`config.mk`:
```
export PLATFORM = sky130hd
export DESIGN_NAME = jsf_queue
export DESIGN_NICKNAME = d
export VERILOG_FILES = /design/src/jsf_pkg.sv /design/src/jsf_queue.sv
export SDC_FILE = /design/constraint.sdc
export NUM_CORES = 1
export LEC_CHECK = 0
export ABC_CLOCK_PERIOD_IN_PS = 1300
export BUFFER_PORTS_ARGS = -buffer_cell sky130_fd_sc_hd__buf_4
export CORE_MARGIN = 1.5
export CORE_UTILIZATION = 45
export CTS_CLUSTER_SIZE = 40
export DETAILED_ROUTE_END_ITERATION = 8
export PLACE_DENSITY = 0.79
export SYNTH_ARGS = -nofsm -noshare
export SYNTH_HDL_FRONTEND = slang
export SYNTH_SLANG_ARGS = --single-unit
```
`constraint.sdc`:
```
create_clock -name clk -period 1.3 [get_ports clk]
set_clock_uncertainty 0.1 [all_clocks]
set_input_delay 0.065 -clock clk [delete_from_list [all_inputs] [get_ports clk]]
set_output_delay 0.065 -clock clk [all_outputs]
set_load 0.005 [all_outputs]
```
`src/jsf_pkg.sv`:
```
// ----------------------------------------------------------------------------
// jsf_pkg: shared types and constants for the JSON object stream framer
// Frame size, character codes, status and byte class codes, queue entry type.
// ----------------------------------------------------------------------------
package jsf_pkg;

	// frame storage size and derived counter widths
	localparam int FRAME_BYTES = 1024;
	localparam int CNT_W       = $clog2(FRAME_BYTES);
	localparam int DEPTH_W     = CNT_W + 1;

	// fixed field widths
	localparam int BYTE_W    = 8;
	localparam int STATUS_W  = 3;
	localparam int OUT_CNT_W = 10;
	localparam int TIMEOUT_W = 16;

	localparam logic [TIMEOUT_W-1:0] TIMEOUT_RESET = 16'd1000;

	// request kinds
	localparam logic ACT_BYTE = 1'b0;
	localparam logic ACT_TICK = 1'b1;

	// character codes
	localparam logic [BYTE_W-1:0] CH_LF     = 8'h0A;
	localparam logic [BYTE_W-1:0] CH_CR     = 8'h0D;
	localparam logic [BYTE_W-1:0] CH_BSLASH = 8'h5C;
	localparam logic [BYTE_W-1:0] CH_QUOTE  = 8'h22;
	localparam logic [BYTE_W-1:0] CH_OPEN   = 8'h7B;
	localparam logic [BYTE_W-1:0] CH_CLOSE  = 8'h7D;

	// decoupling queue between front and back
	localparam int QUEUE_DEPTH = 2;
	localparam int QPTR_W      = $clog2(QUEUE_DEPTH);
	localparam int QCNT_W      = $clog2(QUEUE_DEPTH + 1);

	// result status codes
	typedef enum logic [STATUS_W-1:0] {
		ST_IDLE       = 3'd0,
		ST_STORED     = 3'd1,
		ST_DONE       = 3'd2,
		ST_LINEBREAK  = 3'd3,
		ST_OVERFLOW   = 3'd4,
		ST_UNBALANCED = 3'd5,
		ST_TIMEOUT    = 3'd6
	} status_t;

	// request class decided by the front
	typedef enum logic [2:0] {
		CLS_TICK,
		CLS_LINEBREAK,
		CLS_BSLASH,
		CLS_QUOTE,
		CLS_OPEN,
		CLS_CLOSE,
		CLS_OTHER
	} byte_class_t;

	typedef struct packed {
		byte_class_t       cls;
		logic [BYTE_W-1:0] data;
	} jsf_item_t;

	// head of the queue as seen by the back
	typedef struct packed {
		logic      valid;
		jsf_item_t item;
	} jsf_head_t;

endpackage

```
`src/jsf_queue.sv`:
```
// ----------------------------------------------------------------------------
// jsf_queue: short FIFO between front and back
// Two entries, so front and back stall independently at full rate.
// ----------------------------------------------------------------------------
module jsf_queue
	import jsf_pkg::*;
(
	input  logic      clk,
	input  logic      arst_n,
	input  logic      push,
	input  jsf_item_t push_item,
	input  logic      pop,
	output logic      full,
	output jsf_head_t head
);

	jsf_item_t         slot_q [QUEUE_DEPTH];
	logic [QPTR_W-1:0] wr_ptr_q;
	logic [QPTR_W-1:0] rd_ptr_q;
	logic [QCNT_W-1:0] count_q;

	assign full       = (count_q == QCNT_W'(QUEUE_DEPTH));
	assign head.valid = (count_q != '0);
	assign head.item  = slot_q[rd_ptr_q];

	// entry storage
	always_ff @(posedge clk) begin
		if (push) begin
			slot_q[wr_ptr_q] <= push_item;
		end
	end

	// pointers and fill count
	always_ff @(posedge clk or negedge arst_n) begin
		if (!arst_n) begin
			wr_ptr_q <= '0;
			rd_ptr_q <= '0;
			count_q  <= '0;
		end else begin
			if (push) begin
				wr_ptr_q <= wr_ptr_q + QPTR_W'(1);
			end
			if (pop) begin
				rd_ptr_q <= rd_ptr_q + QPTR_W'(1);
			end
			if (push && !pop) begin
				count_q <= count_q + QCNT_W'(1);
			end else if (pop && !push) begin
				count_q <= count_q - QCNT_W'(1);
			end
		end
	end

endmodule

```
==> run metrics <==
outcome complete, but fails checks; H-tree levels 1; clock latency on the worst-skew pair 300 ps; Synth Area per Inst 20.4 um^2; largest family of logic cells by synthesized area multiplexers; area leader, netlist edfxtp_1; via count 593; post-synthesis cell area 1020 um^2; drt pass-1 iters 4; row count 17; post-place setup slack 166 ps; Num CTS Buffers 3; CP Launch Type register; Initial DRC Count 8; DIE AREA 2560 um^2; XOR/XNOR share of the synthesized area 4.30%; Root Buffer clkbuf_4; Tcrit/Tclk final 113%; element type at the critical path end primary output; largest net degree at the start of global routing 15; Core Util, Final 72.7%; nets 119; Synth Register Bits 26; power density cells 1830 nW/um^2; Post-Syn Instances 50; MaxCap Viol Count 0; Synth warnings 0; number of remaining DRC errors 0; Routed WL 1750 um; maximum vdd ir drop 0.00133 V; Fin. Hold Viols 0; initial antenna violation count 0; DP HPWL 1070 um; violated checks setup timing; worst min path class primary input to register; Die Ht 50.6 um; worst setup margin -168 ps; Post-Synth Simple-Gate Area 2.83%; vias per inst 4.56; die width 50.6 um; post-route minimum period 1470 ps; syn_nets 66; Worst-path clk slew 130 ps; gpl congestion 0.616; fin. max-slew vios 0; Achievable Freq 681 MHz; PortBufs 27; Routed Antenna Nets 0; n_diodes 0; final setup violating endpoints 11; Synth area leaders edfxtp_1 65%, mux2_4 13%, dfrtp_1 9.8%; Initial Util 46.9%; Hold WS 381 ps; io pins 28; Area Growth Syn to Fin 54.9%; core box area 2170 um^2; Seq/Total Area, Yosys 74.7%; required time at the worst-slack endpoint 1130 ps; TritonCTS clock tree built; clock sink count 26; kind of critical path register to primary output; WP data arrival 1300 ps; post-synthesis mux area share 15.5%; Synth cell types 13; Slew headroom 85.6%; post-synthesis compound-gate area fraction 0%; wire per inst 13.5 um; Tot GR Track Use 15.1%; Pleak 0.665 nW; vias in the first global route 621; grt ovf 0; share of cells above drive strength 1 50.0%; critical path peak fanout 7; RSZ-0062 raised after global routing yes; share of the synthesized area in the top cell type 64.9%; first-pass GRT wire length 2710 um; Max clock buf depth 2; worst-margin pin slew 216 ps; Adder-Cell Fraction of Synth Area 1.23%
==> report_power, final <==
part | internal [mW] | total [mW] | switching (mW) | leakage (nW)
clock network | 0.171 | 0.376 | 0.206 | 0.0210
logic | 0.864 | 1.29 | 0.429 | 0.391
registers | 1.13 | 1.22 | 0.0925 | 0.253
==> metal layers <==
layer / track usage, % / vias to the layer above / share of wire, %
met5: 0 / - / 0
met4: 5.41 / 0 / 2.2
met3: 2.98 / 4 / 3.5
met2: 30.0 / 20 / 56
met1: 15.3 / 280 / 38
li1: - / 289 / -
==> layout by cell type, fill, tap and decap left out, drive strengths merged, types with 2 or more instances in the layout <==
cell	instances
edfxtp	22
xor2	4
clkbuf	4
buf	34
dlygate4sd3	15
mux2	11
nor2b	2
dfrtp	4
==> sequential cells by signal (all words and copies together) (netlist names) <==
register and flops:
slot_q 22, count_q 2, rd_ptr_q 1, wr_ptr_q 1
==> cells in the mapped netlist <==
cell and number:
nor2_1 1, mux2_4 9, nor2b_1 2, or2_2 1
and2_1 1, mux2_2 2, ha_1 1, xnor2_1 1
buf_6 1, edfxtp_1 22, xor2_1 4, inv_1 1
dfrtp_1 4
==> worst max-delay path: stages, from the launching register on <==
cell,delay (ps)
dfrtp_1,430
buf_6,160
mux2_4,300
buf_6,120
==> layout make-up <==
type	count	area, um^2
sequential	26	761
tap	28	35.0
inverter	1	3.75
clock buffer	4	36.3
timing repair buffer	49	487
fill	148	592
multi-input combinational	22	255
==> final timing paths <==
| path | slack [ps] | depth (start not counted) | startpoint | to |
|---|---|---|---|---|
| setup / recovery | -170 | 3 | rd_ptr_q | head[0] |
| hold / removal | 380 | 2 | push_item[9] | slot_q[0][9] |
| setup reg to reg | 180 | 2 | wr_ptr_q | slot_q[1][8] |
| hold reg to reg | 410 | 1 | wr_ptr_q | wr_ptr_q |
| max in group asynchronous | 360 | 3 | arst_n | rd_ptr_q |
| min in group asynchronous | 550 | 3 | arst_n | wr_ptr_q |
==> timing repair <==
| action | in CTS | in global routing |
|---|---|---|
| gates resized for setup | 16 | 2 |
| pin swaps | 0 | 1 |
| setup buffers | 2 | 1 |
| hold buffers | 15 | 0 |
| setup endpoints to repair | 12 | 13 |
| endpoints found under the hold margin | 28 | 0 |
==> cell families after synthesis <==
kind of cell             Yosys count
multiplexers                      11
XOR/XNOR                           5
AND/OR/NAND/NOR                    5
adder cells (fa/ha/maj)            1
flip-flops                        26
buffers and inverters              2
==> metrics by stage <==
stage / setup TNS, ps / instances / power (mW) / instance area, um^2
floorplan: 0 / 50 / 1.75 / 1020
global placement: 0 / 108 / 2.19 / 1300
detailed placement: 0 / 108 / 2.22 / 1300
CTS: -1710 / 129 / 2.85 / 1560
global route: -2470 / 130 / 3.03 / 1580
finish: -1700 / 130 / 2.89 / 1580
Note: power is estimated with default switching activity, not from simulation.
